$ cat src/hw/rtl/lss_pkg.sv
// Package for the LIFO stack with search: operation and status codes,
// field widths and default depth. No dependencies.

package lss_pkg;

  // Field widths of the stream payload
  localparam int OP_W    = 2;
  localparam int ST_W    = 2;
  localparam int VALUE_W = 32;
  localparam int POS_W   = 5;
  localparam int OCC_W   = 5;

  // Default stack depth
  localparam int DEPTH_DEF = 16;

  // Operation codes (code 3 leaves the stack alone and returns ST_OK)
  localparam logic [OP_W-1:0] OP_PUSH   = 2'd0;
  localparam logic [OP_W-1:0] OP_POP    = 2'd1;
  localparam logic [OP_W-1:0] OP_SEARCH = 2'd2;

  // Result status codes
  localparam logic [ST_W-1:0] ST_OK       = 2'd0;
  localparam logic [ST_W-1:0] ST_EMPTY    = 2'd1;
  localparam logic [ST_W-1:0] ST_FULL     = 2'd2;
  localparam logic [ST_W-1:0] ST_NOTFOUND = 2'd3;

  // Controller to datapath commands
  typedef struct packed {
    logic latch;     // capture the accepted request
    logic exec;      // run the operation against the stack
    logic pop_take;  // pick up the popped word from the memory
    logic scan;      // compare one entry, step down
    logic load;      // move the result into the output register
  } lss_cmd_t;

  // Datapath to controller status
  typedef struct packed {
    logic [OP_W-1:0] op;
    logic            empty;
    logic            full;
    logic            hit;       // word under compare matches
    logic            scan_end;  // word under compare is the bottom entry
    logic            out_free;  // output register can take a result
  } lss_sts_t;

endpackage

$ cat src/hw/rtl/lss_ctrl.sv
// Controller state machine of the LIFO stack with search.
// Depends on lss_pkg for the command and status structs.

module lss_ctrl
  import lss_pkg::*;
(
  input  logic     clk,
  input  logic     rst_n,
  input  logic     in_tvalid,
  output logic     in_tready,
  input  lss_sts_t sts,
  output lss_cmd_t cmd
);

  typedef enum logic [4:0] {
    S_IDLE   = 5'b00001,
    S_EXEC   = 5'b00010,
    S_RDWAIT = 5'b00100,
    S_SCAN   = 5'b01000,
    S_DONE   = 5'b10000
  } state_t;

  state_t state_r, state_nxt;

  assign in_tready = (state_r == S_IDLE);

  // Next state and command decode
  always_comb begin
    state_nxt = state_r;
    cmd       = '0;
    unique case (state_r)
      S_IDLE: begin
        if (in_tvalid) begin
          cmd.latch = 1'b1;
          state_nxt = S_EXEC;
        end
      end
      S_EXEC: begin
        cmd.exec = 1'b1;
        if (sts.op == OP_POP && !sts.empty) begin
          state_nxt = S_RDWAIT;
        end else if (sts.op == OP_SEARCH && !sts.empty) begin
          state_nxt = S_SCAN;
        end else begin
          state_nxt = S_DONE;
        end
      end
      S_RDWAIT: begin
        cmd.pop_take = 1'b1;
        state_nxt    = S_DONE;
      end
      S_SCAN: begin
        cmd.scan = 1'b1;
        if (sts.hit || sts.scan_end) begin
          state_nxt = S_DONE;
        end
      end
      S_DONE: begin
        if (sts.out_free) begin
          cmd.load  = 1'b1;
          state_nxt = S_IDLE;
        end
      end
      default: begin
        state_nxt = S_IDLE;
      end
    endcase
  end

  always_ff @(posedge clk) begin
    if (!rst_n) begin
      state_r <= S_IDLE;
    end else begin
      state_r <= state_nxt;
    end
  end

endmodule

$ cat src/hw/rtl/lss_dpath.sv
// Datapath of the LIFO stack with search: stack memory, fill count,
// scan pointer, result registers and output register. Depends on lss_pkg.

module lss_dpath
  import lss_pkg::*;
#(
  parameter int DEPTH = DEPTH_DEF
) (
  input  logic                       clk,
  input  logic                       rst_n,
  input  lss_cmd_t                   cmd,
  output lss_sts_t                   sts,
  input  logic signed [VALUE_W-1:0]  req_value,
  input  logic [OP_W-1:0]            req_op,
  output logic                       out_valid,
  input  logic                       out_ready,
  output logic [ST_W-1:0]            out_status,
  output logic signed [VALUE_W-1:0]  out_value,
  output logic [POS_W-1:0]           out_position,
  output logic [OCC_W-1:0]           out_occupancy
);

  localparam int CNT_W  = $clog2(DEPTH + 1);
  localparam int ADDR_W = $clog2(DEPTH);

  // Stack memory, bottom at entry 0
  logic [VALUE_W-1:0] mem [DEPTH];
  logic [VALUE_W-1:0] rd_data_r;
  logic [ADDR_W-1:0]  rd_addr;
  logic               wr_en;

  logic [CNT_W-1:0]          fill_r, fill_nxt;
  logic [ADDR_W-1:0]         scan_addr_r, scan_addr_nxt;
  logic [CNT_W-1:0]          pos_r, pos_nxt;
  logic [OP_W-1:0]           op_r, op_nxt;
  logic [VALUE_W-1:0]        val_r, val_nxt;
  logic [ST_W-1:0]           res_st_r, res_st_nxt;
  logic [VALUE_W-1:0]        res_val_r, res_val_nxt;
  logic [CNT_W-1:0]          res_pos_r, res_pos_nxt;
  logic                      out_valid_r;
  logic [ST_W-1:0]           out_st_r;
  logic [VALUE_W-1:0]        out_val_r;
  logic [POS_W-1:0]          out_pos_r;
  logic [OCC_W-1:0]          out_occ_r;
  logic                      empty, full, hit, scan_end;

  assign empty    = (fill_r == '0);
  assign full     = (fill_r == CNT_W'(DEPTH));
  assign hit      = (rd_data_r == val_r);
  assign scan_end = (scan_addr_r == '0);

  assign sts.op       = op_r;
  assign sts.empty    = empty;
  assign sts.full     = full;
  assign sts.hit      = hit;
  assign sts.scan_end = scan_end;
  assign sts.out_free = !out_valid_r || out_ready;

  // Operation execution
  always_comb begin
    fill_nxt      = fill_r;
    scan_addr_nxt = scan_addr_r;
    pos_nxt       = pos_r;
    op_nxt        = op_r;
    val_nxt       = val_r;
    res_st_nxt    = res_st_r;
    res_val_nxt   = res_val_r;
    res_pos_nxt   = res_pos_r;
    wr_en         = 1'b0;
    rd_addr       = ADDR_W'(fill_r - CNT_W'(1));

    if (cmd.latch) begin
      op_nxt  = req_op;
      val_nxt = req_value;
    end

    if (cmd.exec) begin
      res_pos_nxt = '0;
      res_st_nxt  = ST_OK;
      res_val_nxt = '0;
      unique case (op_r)
        OP_PUSH: begin
          res_val_nxt = val_r;
          if (full) begin
            res_st_nxt = ST_FULL;
          end else begin
            wr_en    = 1'b1;
            fill_nxt = fill_r + CNT_W'(1);
          end
        end
        OP_POP: begin
          if (empty) begin
            res_st_nxt = ST_EMPTY;
          end else begin
            fill_nxt = fill_r - CNT_W'(1);
          end
        end
        OP_SEARCH: begin
          res_val_nxt = val_r;
          if (empty) begin
            res_st_nxt = ST_EMPTY;
          end else begin
            scan_addr_nxt = rd_addr;
            pos_nxt       = CNT_W'(1);
          end
        end
        default: begin
          res_st_nxt = ST_OK;
        end
      endcase
    end

    // Popped word comes from the registered read, in the cycle after it
    if (cmd.pop_take) begin
      res_val_nxt = rd_data_r;
    end

    // Walk from the top down, one entry per cycle
    if (cmd.scan) begin
      if (hit) begin
        res_st_nxt  = ST_OK;
        res_pos_nxt = pos_r;
      end else if (scan_end) begin
        res_st_nxt = ST_NOTFOUND;
      end else begin
        rd_addr       = scan_addr_r - ADDR_W'(1);
        scan_addr_nxt = rd_addr;
        pos_nxt       = pos_r + CNT_W'(1);
      end
    end
  end

  // Memory write and registered read
  always_ff @(posedge clk) begin
    if (wr_en) begin
      mem[fill_r[ADDR_W-1:0]] <= val_r;
    end
    rd_data_r <= mem[rd_addr];
  end

  // Payload registers
  always_ff @(posedge clk) begin
    scan_addr_r <= scan_addr_nxt;
    pos_r       <= pos_nxt;
    op_r        <= op_nxt;
    val_r       <= val_nxt;
    res_st_r    <= res_st_nxt;
    res_val_r   <= res_val_nxt;
    res_pos_r   <= res_pos_nxt;
    if (cmd.load) begin
      out_st_r  <= res_st_r;
      out_val_r <= res_val_r;
      out_pos_r <= POS_W'(res_pos_r);
      out_occ_r <= OCC_W'(fill_r);
    end
  end

  // Fill count and output valid
  always_ff @(posedge clk) begin
    if (!rst_n) begin
      fill_r      <= '0;
      out_valid_r <= 1'b0;
    end else begin
      fill_r <= fill_nxt;
      if (cmd.load) begin
        out_valid_r <= 1'b1;
      end else if (out_ready) begin
        out_valid_r <= 1'b0;
      end
    end
  end

  assign out_valid     = out_valid_r;
  assign out_status    = out_st_r;
  assign out_value     = out_val_r;
  assign out_position  = out_pos_r;
  assign out_occupancy = out_occ_r;

endmodule

$ cat src/hw/rtl/lifo_stack_with_search.sv
// Flow: the accepted request is latched and executed; a pop then waits for
// its one memory read, and a search reads one stack entry per cycle from the
// top down until a match at position k or, when none matches, the bottom
// entry. The result then waits until the output register is free.
// A new request is taken the cycle after the result enters the output register.
// Reset clears the fill count, the output valid and the controller state;
// stack contents are left as they are.

module lifo_stack_with_search
  import lss_pkg::*;
#(
  parameter int DEPTH = DEPTH_DEF
) (
  input  logic        clk,
  input  logic        rst_n,
  input  logic        in_tvalid,
  output logic        in_tready,
  input  logic [31:0] in_tdata,   // [31:0] value
  input  logic [1:0]  in_tuser,   // [1:0] operation
  output logic        out_tvalid,
  input  logic        out_tready,
  output logic [47:0] out_tdata,  // [31:0] result_value, [36:32] position,
                                  // [41:37] occupancy, [47:42] zero
  output logic [1:0]  out_tuser   // [1:0] status
);

  lss_cmd_t                  cmd;
  lss_sts_t                  sts;
  logic [ST_W-1:0]           res_status;
  logic signed [VALUE_W-1:0] res_value;
  logic [POS_W-1:0]          res_pos;
  logic [OCC_W-1:0]          res_occ;

  lss_ctrl u_ctrl (
    .clk       (clk),
    .rst_n     (rst_n),
    .in_tvalid (in_tvalid),
    .in_tready (in_tready),
    .sts       (sts),
    .cmd       (cmd)
  );

  lss_dpath #(
    .DEPTH (DEPTH)
  ) u_dpath (
    .clk           (clk),
    .rst_n         (rst_n),
    .cmd           (cmd),
    .sts           (sts),
    .req_value     (in_tdata),
    .req_op        (in_tuser),
    .out_valid     (out_tvalid),
    .out_ready     (out_tready),
    .out_status    (res_status),
    .out_value     (res_value),
    .out_position  (res_pos),
    .out_occupancy (res_occ)
  );

  assign out_tdata = {6'd0, res_occ, res_pos, res_value};
  assign out_tuser = res_status;

  // Checks
  a_no_accept_while_busy: assert property (@(posedge clk) disable iff (!rst_n)
    (in_tvalid && in_tready) |=> !in_tready)
    else $error("request taken while previous one in progress");

  a_full_empty_excl: assert property (@(posedge clk) disable iff (!rst_n)
    !(sts.full && sts.empty))
    else $error("stack flagged full and empty at once");

  a_load_needs_slot: assert property (@(posedge clk) disable iff (!rst_n)
    cmd.load |-> sts.out_free)
    else $error("result loaded over an untaken result");

  a_valid_from_load: assert property (@(posedge clk) disable iff (!rst_n)
    $rose(out_tvalid) |-> $past(cmd.load))
    else $error("output valid without a result load");

endmodule
$ cat config.mk
export PLATFORM = sky130hd
export DESIGN_NAME = lifo_stack_with_search
export DESIGN_NICKNAME = d
export VERILOG_FILES = /design/src/hw/rtl/lss_pkg.sv /design/src/hw/rtl/lss_ctrl.sv /design/src/hw/rtl/lss_dpath.sv /design/src/hw/rtl/lifo_stack_with_search.sv
export SDC_FILE = /design/constraint.sdc
export NUM_CORES = 1
export LEC_CHECK = 0
export ABC_CLOCK_PERIOD_IN_PS = 5100
export BUFFER_PORTS_ARGS = -buffer_cell sky130_fd_sc_hd__buf_2
export CORE_UTILIZATION = 45
export DETAILED_ROUTE_END_ITERATION = 8
export PLACE_DENSITY = 0.62
export SKIP_CTS_REPAIR_TIMING = 1
export SYNTH_ARGS = -nofsm -noshare
export SYNTH_HDL_FRONTEND = slang
export SYNTH_SLANG_ARGS = --single-unit
$ cat constraint.sdc
create_clock -name clk -period 5.1 [get_ports clk]
set_input_delay 1.02 -clock clk [delete_from_list [all_inputs] [get_ports clk]]
set_output_delay 1.02 -clock clk [all_outputs]
set_load 0.005 [all_outputs]
# After elaboration in Yosys (flattened, before gate mapping)
# Memory sizes are Yosys's and may differ from the RTL's. A register that Yosys moved wholly into a read port is not among the register bits.
# Index checks and enable logic that the tools add are counted.
[op_classes]
addsub = 4
eq_ne = 14
mux = 51
n_reduce_logical = 16
[op_table]
columns = ["operator", "count"]
rows = [
  ["$mux W32", 3],
  ["$mux W5", 16],
  ["$mux W4", 9],
  ["$eq A32 B32 Y1", 1],
  ["$pmux W5 S5", 1],
  ["$mux W1", 15],
  ["$add A5 B1 Y5 const B", 2],
  ["$eq A5 B5 Y1 const B", 2],
  ["$mux W2", 5],
  ["$pmux W5 S2", 1],
  ["$ne A2 B2 Y1 const B", 4],
  ["$reduce_bool A2 Y1", 3],
  ["$eq A5 B1 Y1 const B", 1],
  ["$eq A5 B2 Y1 const B", 1],
  ["$eq A5 B3 Y1 const B", 1],
  ["$eq A5 B4 Y1 const B", 1],
  ["$logic_not A5 Y1", 1],
  ["$sub A5 B1 Y5 const B", 1],
  ["$logic_not A4 Y1", 1],
  ["$pmux W2 S2", 1],
  ["$reduce_and A4 Y1", 1],
  ["$reduce_or A2 Y1", 2],
  ["$sub A4 B1 Y4 const B", 1],
  ["$reduce_and A3 Y1", 1],
  ["7 further kinds", 10],
]
[word_totals]
register_bits = 137
mem_bits_rw = 512
mem_count = 1
[mem_list]
columns = ["memory", "depth", "word_bits", "rd", "rd_clocked_by_memory_dff", "write_ports", "line", "text"]
rows = [
  ["u_dpath.mem", 16, 32, 1, 1, 1, "lss_dpath.sv:27", "logic [VALUE_W-1:0] mem [DEPTH];"],
]

# Depth between registers and ports, before layout
[logic_depth]
word_depth = 7
mapped_depth = 11

# Hierarchy
# From an unflattened synthesis, not the netlist that was laid out.
[hier_totals]
hier_cells = 1711
hier_area_um2 = 25879.8
[modules_own_cells]
columns = ["module", "n_inst", "cells_each", "area_per_inst_um2", "seq_area_each_um2"]
rows = [
  ["lss_dpath", 1, 1671, 25517.0, 19759.0],
  ["lss_ctrl", 1, 33, 314.1, 100.1],
  ["lifo_stack_with_search", 1, 7, 48.8, 0.0],
]

# Worst setup path after synthesis
# No wires, ideal clock.
[synth_path]
kind = "register to register"
from = "register u_dpath.op_r[0]"
to = "memory u_dpath.mem[3][0] (enable)"
setup_ns = 0.461
t_arrival_ns = 3.604
required_ns = 4.639
slack_ns = 1.035
stages_incl_launch_ff = 7
n_path_buf = 1
synth_period_minus_slack_ns = 4.065
cell_sequence = "edfxtp_1 -> inv_1 -> buf_1 -> ha_1 -> and3_1 -> nand2_1 -> nor3_1"
[synth_via]
elab_chain_cells = 5
[synth_lines]
columns = ["element", "line", "text"]
rows = [
  ["from (decl)", "lss_dpath.sv:35", "logic [OP_W-1:0] op_r, op_nxt;"],
  ["from (signal assigned)", "lss_dpath.sv:145", "op_r <= op_nxt;"],
  ["$logic_not A2 Y1", "lss_dpath.sv:81", "unique case (op_r)"],
  ["$mux W1", "lss_dpath.sv:81", ""],
  ["$mux W1", "lss_dpath.sv:77", "if (cmd.exec) begin"],
  ["$mux W1", "lss_dpath.sv:135", "if (wr_en) begin"],
  ["$mux W1 (implied by the code)", "lss_dpath.sv:136", "mem[fill_r[ADDR_W-1:0]] <= val_r;"],
  ["to (decl)", "lss_dpath.sv:27", ""],
]
# Every way passes these cells.

# Worst setup path in the final report
[layout_path]
from = "register u_dpath.val_r[15]"
to = "register u_dpath.rd_data_r[15], read port of u_dpath.mem"
[layout_via]
elab_chain_cells = 3
[layout_lines]
columns = ["element", "line", "text"]
rows = [
  ["from (decl)", "lss_dpath.sv:36", "logic [VALUE_W-1:0] val_r, val_nxt;"],
  ["from (signal assigned)", "lss_dpath.sv:146", "val_r <= val_nxt;"],
  ["$eq A32 B32 Y1", "lss_dpath.sv:49", "assign hit = (rd_data_r == val_r);"],
  ["$mux W4", "lss_dpath.sv:120", "if (hit) begin"],
  ["$mux W4", "lss_dpath.sv:119", "if (cmd.scan) begin"],
  ["to (decl)", "lss_dpath.sv:28", "logic [VALUE_W-1:0] rd_data_r;"],
]
# Every way passes these cells.
# A chain may end at the register's enable or synchronous reset.

==> impl_results.md <==
- CP startpoint kind: register
- Main synth FF type: edfxtp_1
- CTS sink count: about 680
- Flops & latches, synth: 681
- Largest family of logic cells by synthesized area: multiplexers
- Nets: 1677
- Clock Skews: 0.0278 ns
- Slowest stage delay, CP: 0.63 ns
- Hpwl dp: about 34000 µm
- Simple-gate share of the synthesized area: 4.80%
- Synth area leader: edfxtp_1
- Largest net degree at the start of global routing: 73
- CTS buffer count: 70
- Status: finished, final reports clean
- Drt wl/cell: 25.5 µm
- Layout cell share with drive strength beyond 1: 15.1%
- Crit path buffers/inverters: 1
- Sequential-to-total area share from yosys stat: 77.3%
- Port bufs: 83
- Combinational Power Share: 8.3%
- Slew headroom: a little under a third
- Synth top cells by count: 622 x edfxtp_1, 263 x mux2i_1, 129 x o22ai_1
- Setup crit end kind: register
- Routed Wire Length: 62300 µm
- Die footprint: 0.0581 mm²
- Area growth from synthesis to layout: 15.0%
- HP Class: reg2reg
- Critical Path RT: 5.56 ns
- DRT iter0 DRCs: ~1400
- Top cells by area, synth: edfxtp_1 73%, mux2i_1 10%, dfxtp_1 4.6%, o22ai_1 3.1%, nand2_1 1.4%
- Flop pwr share: 53.0%
- Initial antenna violation count: 0
- Hold Violations, Final: 0
- Clock root cell: clkbuf_16
- Row cnt: 87
- Slew Limit Fails: 0
- Count leader, synth: edfxtp_1
- Vias in the first global route: 13300
- First-pass GRT wire length: 89800 µm
- Pleak: 11.5 nW
- H-tree levels: 3
- Final Setup Violations: 0
- Synth cell types: 47
- Netlist Area Pre-Place: 0.0257 mm²
- Initial Util: between 40% and 50%
- EDFF count, synth: 622
- Critical path fanouts, max: 22
- CTS tree: built
- Clk slew on worst S/H paths: 0.06 ns
- Die Width: 241 µm
- Switch Pwr: 3.11 mW
- Critical Path Slowest Stage Cell: edfxtp_1
- Synth Area in XOR/XNOR: 1.33%
- RSZ-0062 raised after global routing: false
- CP arrival: roughly 4.5 ns
- Pwr per Cell Area: 439 mW/mm²
- Total global-route track usage: between 20 and 25%
- Mux share of post-synthesis cell area: 10.3%
- Remaining Overflow, GRT: 0
- ANT nets after route: 0
- Critical-path cell list: xnor2_1 > nand4_1 > nor4_4 > a31o_2 > mux2_2 > nand2_1 > buf_4 > o22ai_1 > or4_1
- WS Path Type: reg2reg
- Minimum clock period: a little over 4 ns
- Worst VDD drop: 0.260 mV
- Max Fclk: 0.246 GHz
- Vias per inst: between 5 and 6
- DRT Pass-1 Iters: 5
- Residual DRC count: 0
- Top cell type's share of synthesized area: about 73%
- Async set-or-reset flop fraction in the synthesized netlist: 0%
- Layout Utilization: 52.4%
- Max-cap viol count: 0
- Power Internal: approximately 9.9 mW
- Synth Area in Compound Gates: 4.14%
- Switching share of power: roughly a quarter
- Vert. Die Dim: 241 µm
- Longest Clk Path Bufs: 3
- Total I/O pin count: 90
- DR vias: 13600
- Mapped Cells: 1499
- Area share of fa/ha/maj cells after synthesis: less than 1%
- Synth warnings: 0
- Clock power frac: 38.7%
- Worst-Margin Slew: slightly above 1 ns
- GP Congestion: between 0.8 and 0.9
- Mean post-synth cell area: 17.1 µm²
- Delay-heaviest family, CP: simple AND/OR/NAND/NOR gates
- Post-Route Setup TNS: 0 ns
- Tcrit/Tclk final: 79.7%
- Ant. Diodes: 0
- Placeable Area: 0.0564 mm²
- Clk Latency, worst-skew pair: roughly 0.61 ns
[power by group through the flow]
stage | registers, mW | clock network (mW) | logic [mW]
2_1_floorplan | 6.87 | 0 | 0.639
3_3_place_gp | 6.98 | 0 | 1.08
3_5_place_dp | 7.00 | 0 | 1.09
4_1_cts | 6.88 | 5.10 | 1.09
5_1_grt | 6.93 | 5.32 | 1.15
6_report | 6.88 | 5.02 | 1.08
[logic make-up after synthesis]
kind of cell,Yosys count
adder cells (fa/ha/maj),11
AND/OR/NAND/NOR,247
buffers and inverters,88
multiplexers,265
flip-flops,681
AO/OA/AOI/OAI,167
other,1
XOR/XNOR,39
[path summary, 6_finish.rpt]
kind | start | to | slack, ns | depth (start not counted)
setup / recovery | u_dpath.val_r[15]$_DFFE_PP_ | u_dpath.rd_data_r[15]$_DFF_P_ | 1.03 | 9
hold / removal | u_dpath.res_val_r[24]$_DFFE_PP_ | u_dpath.out_value[24]$_DFFE_PP_ | 0.41 | 0
setup reg to reg | u_dpath.val_r[15]$_DFFE_PP_ | u_dpath.rd_data_r[15]$_DFF_P_ | 1.03 | 9
hold reg to reg | u_dpath.res_val_r[24]$_DFFE_PP_ | u_dpath.out_value[24]$_DFFE_PP_ | 0.41 | 0
[placed cells by master, fill, tap and decap left out, types with 32 or more instances in the layout]
cell type    n
o22ai_1    129
clkbuf_16   72
dfxtp_1     59
mux2i_1    262
nand3_1     41
buf_2       83
nand2_1     96
xnor2_1     38
edfxtp_1   622
or4_1       32
buf_4       37
[state kept, by name, summed over array words and instances (netlist names)]
register and flops:
u_dpath.res_pos_r 5, u_dpath.pos_r 5, u_dpath.out_occupancy 5, u_dpath.scan_addr_r 4
u_dpath.rd_data_r 32, u_dpath.fill_r 5, u_dpath.res_st_r 2, u_ctrl.state_r 5
u_dpath.out_status 2, u_dpath.mem 512, u_dpath.out_valid 1, u_dpath.op_r 2
u_dpath.out_position 5, u_dpath.val_r 32, u_dpath.res_val_r 32, u_dpath.out_value 32
[stage by stage]
stage                     cell area [µm²]  setup slack, ns  hold WS, ns  std cells  total power, mW
after detailed placement            27300            0.995        0.405       2312             8.08
final                               29500             1.03        0.414       2440             13.0
after global routing                29500            0.845        0.417       2440             13.4
after floorplan                     25700             1.03        0.400       1504             7.51
after CTS                           29500            0.990        0.414       2440             13.1
after global placement              27300            0.988        0.404       2312             8.06
[final cells by class]
type	instances	area, µm²
fill	4650	26800
clock inverter	31	292
timing repair buffer	128	853
multi-input combinational	735	5590
sequential	681	19900
tap	756	946
clock buffer	97	1960
inverter	12	45.0
[layer usage]
metal / global-route usage, % / wire, µm / vias up
met1: 29.7 / 26800 / 6933
met5: 0 / 0 / -
met2: 35.9 / 30400 / 464
met3: 3.66 / 3690 / 86
li1: - / - / 6126
met4: 7.33 / 1390 / 0
Power figures use the tool's default switching activity.
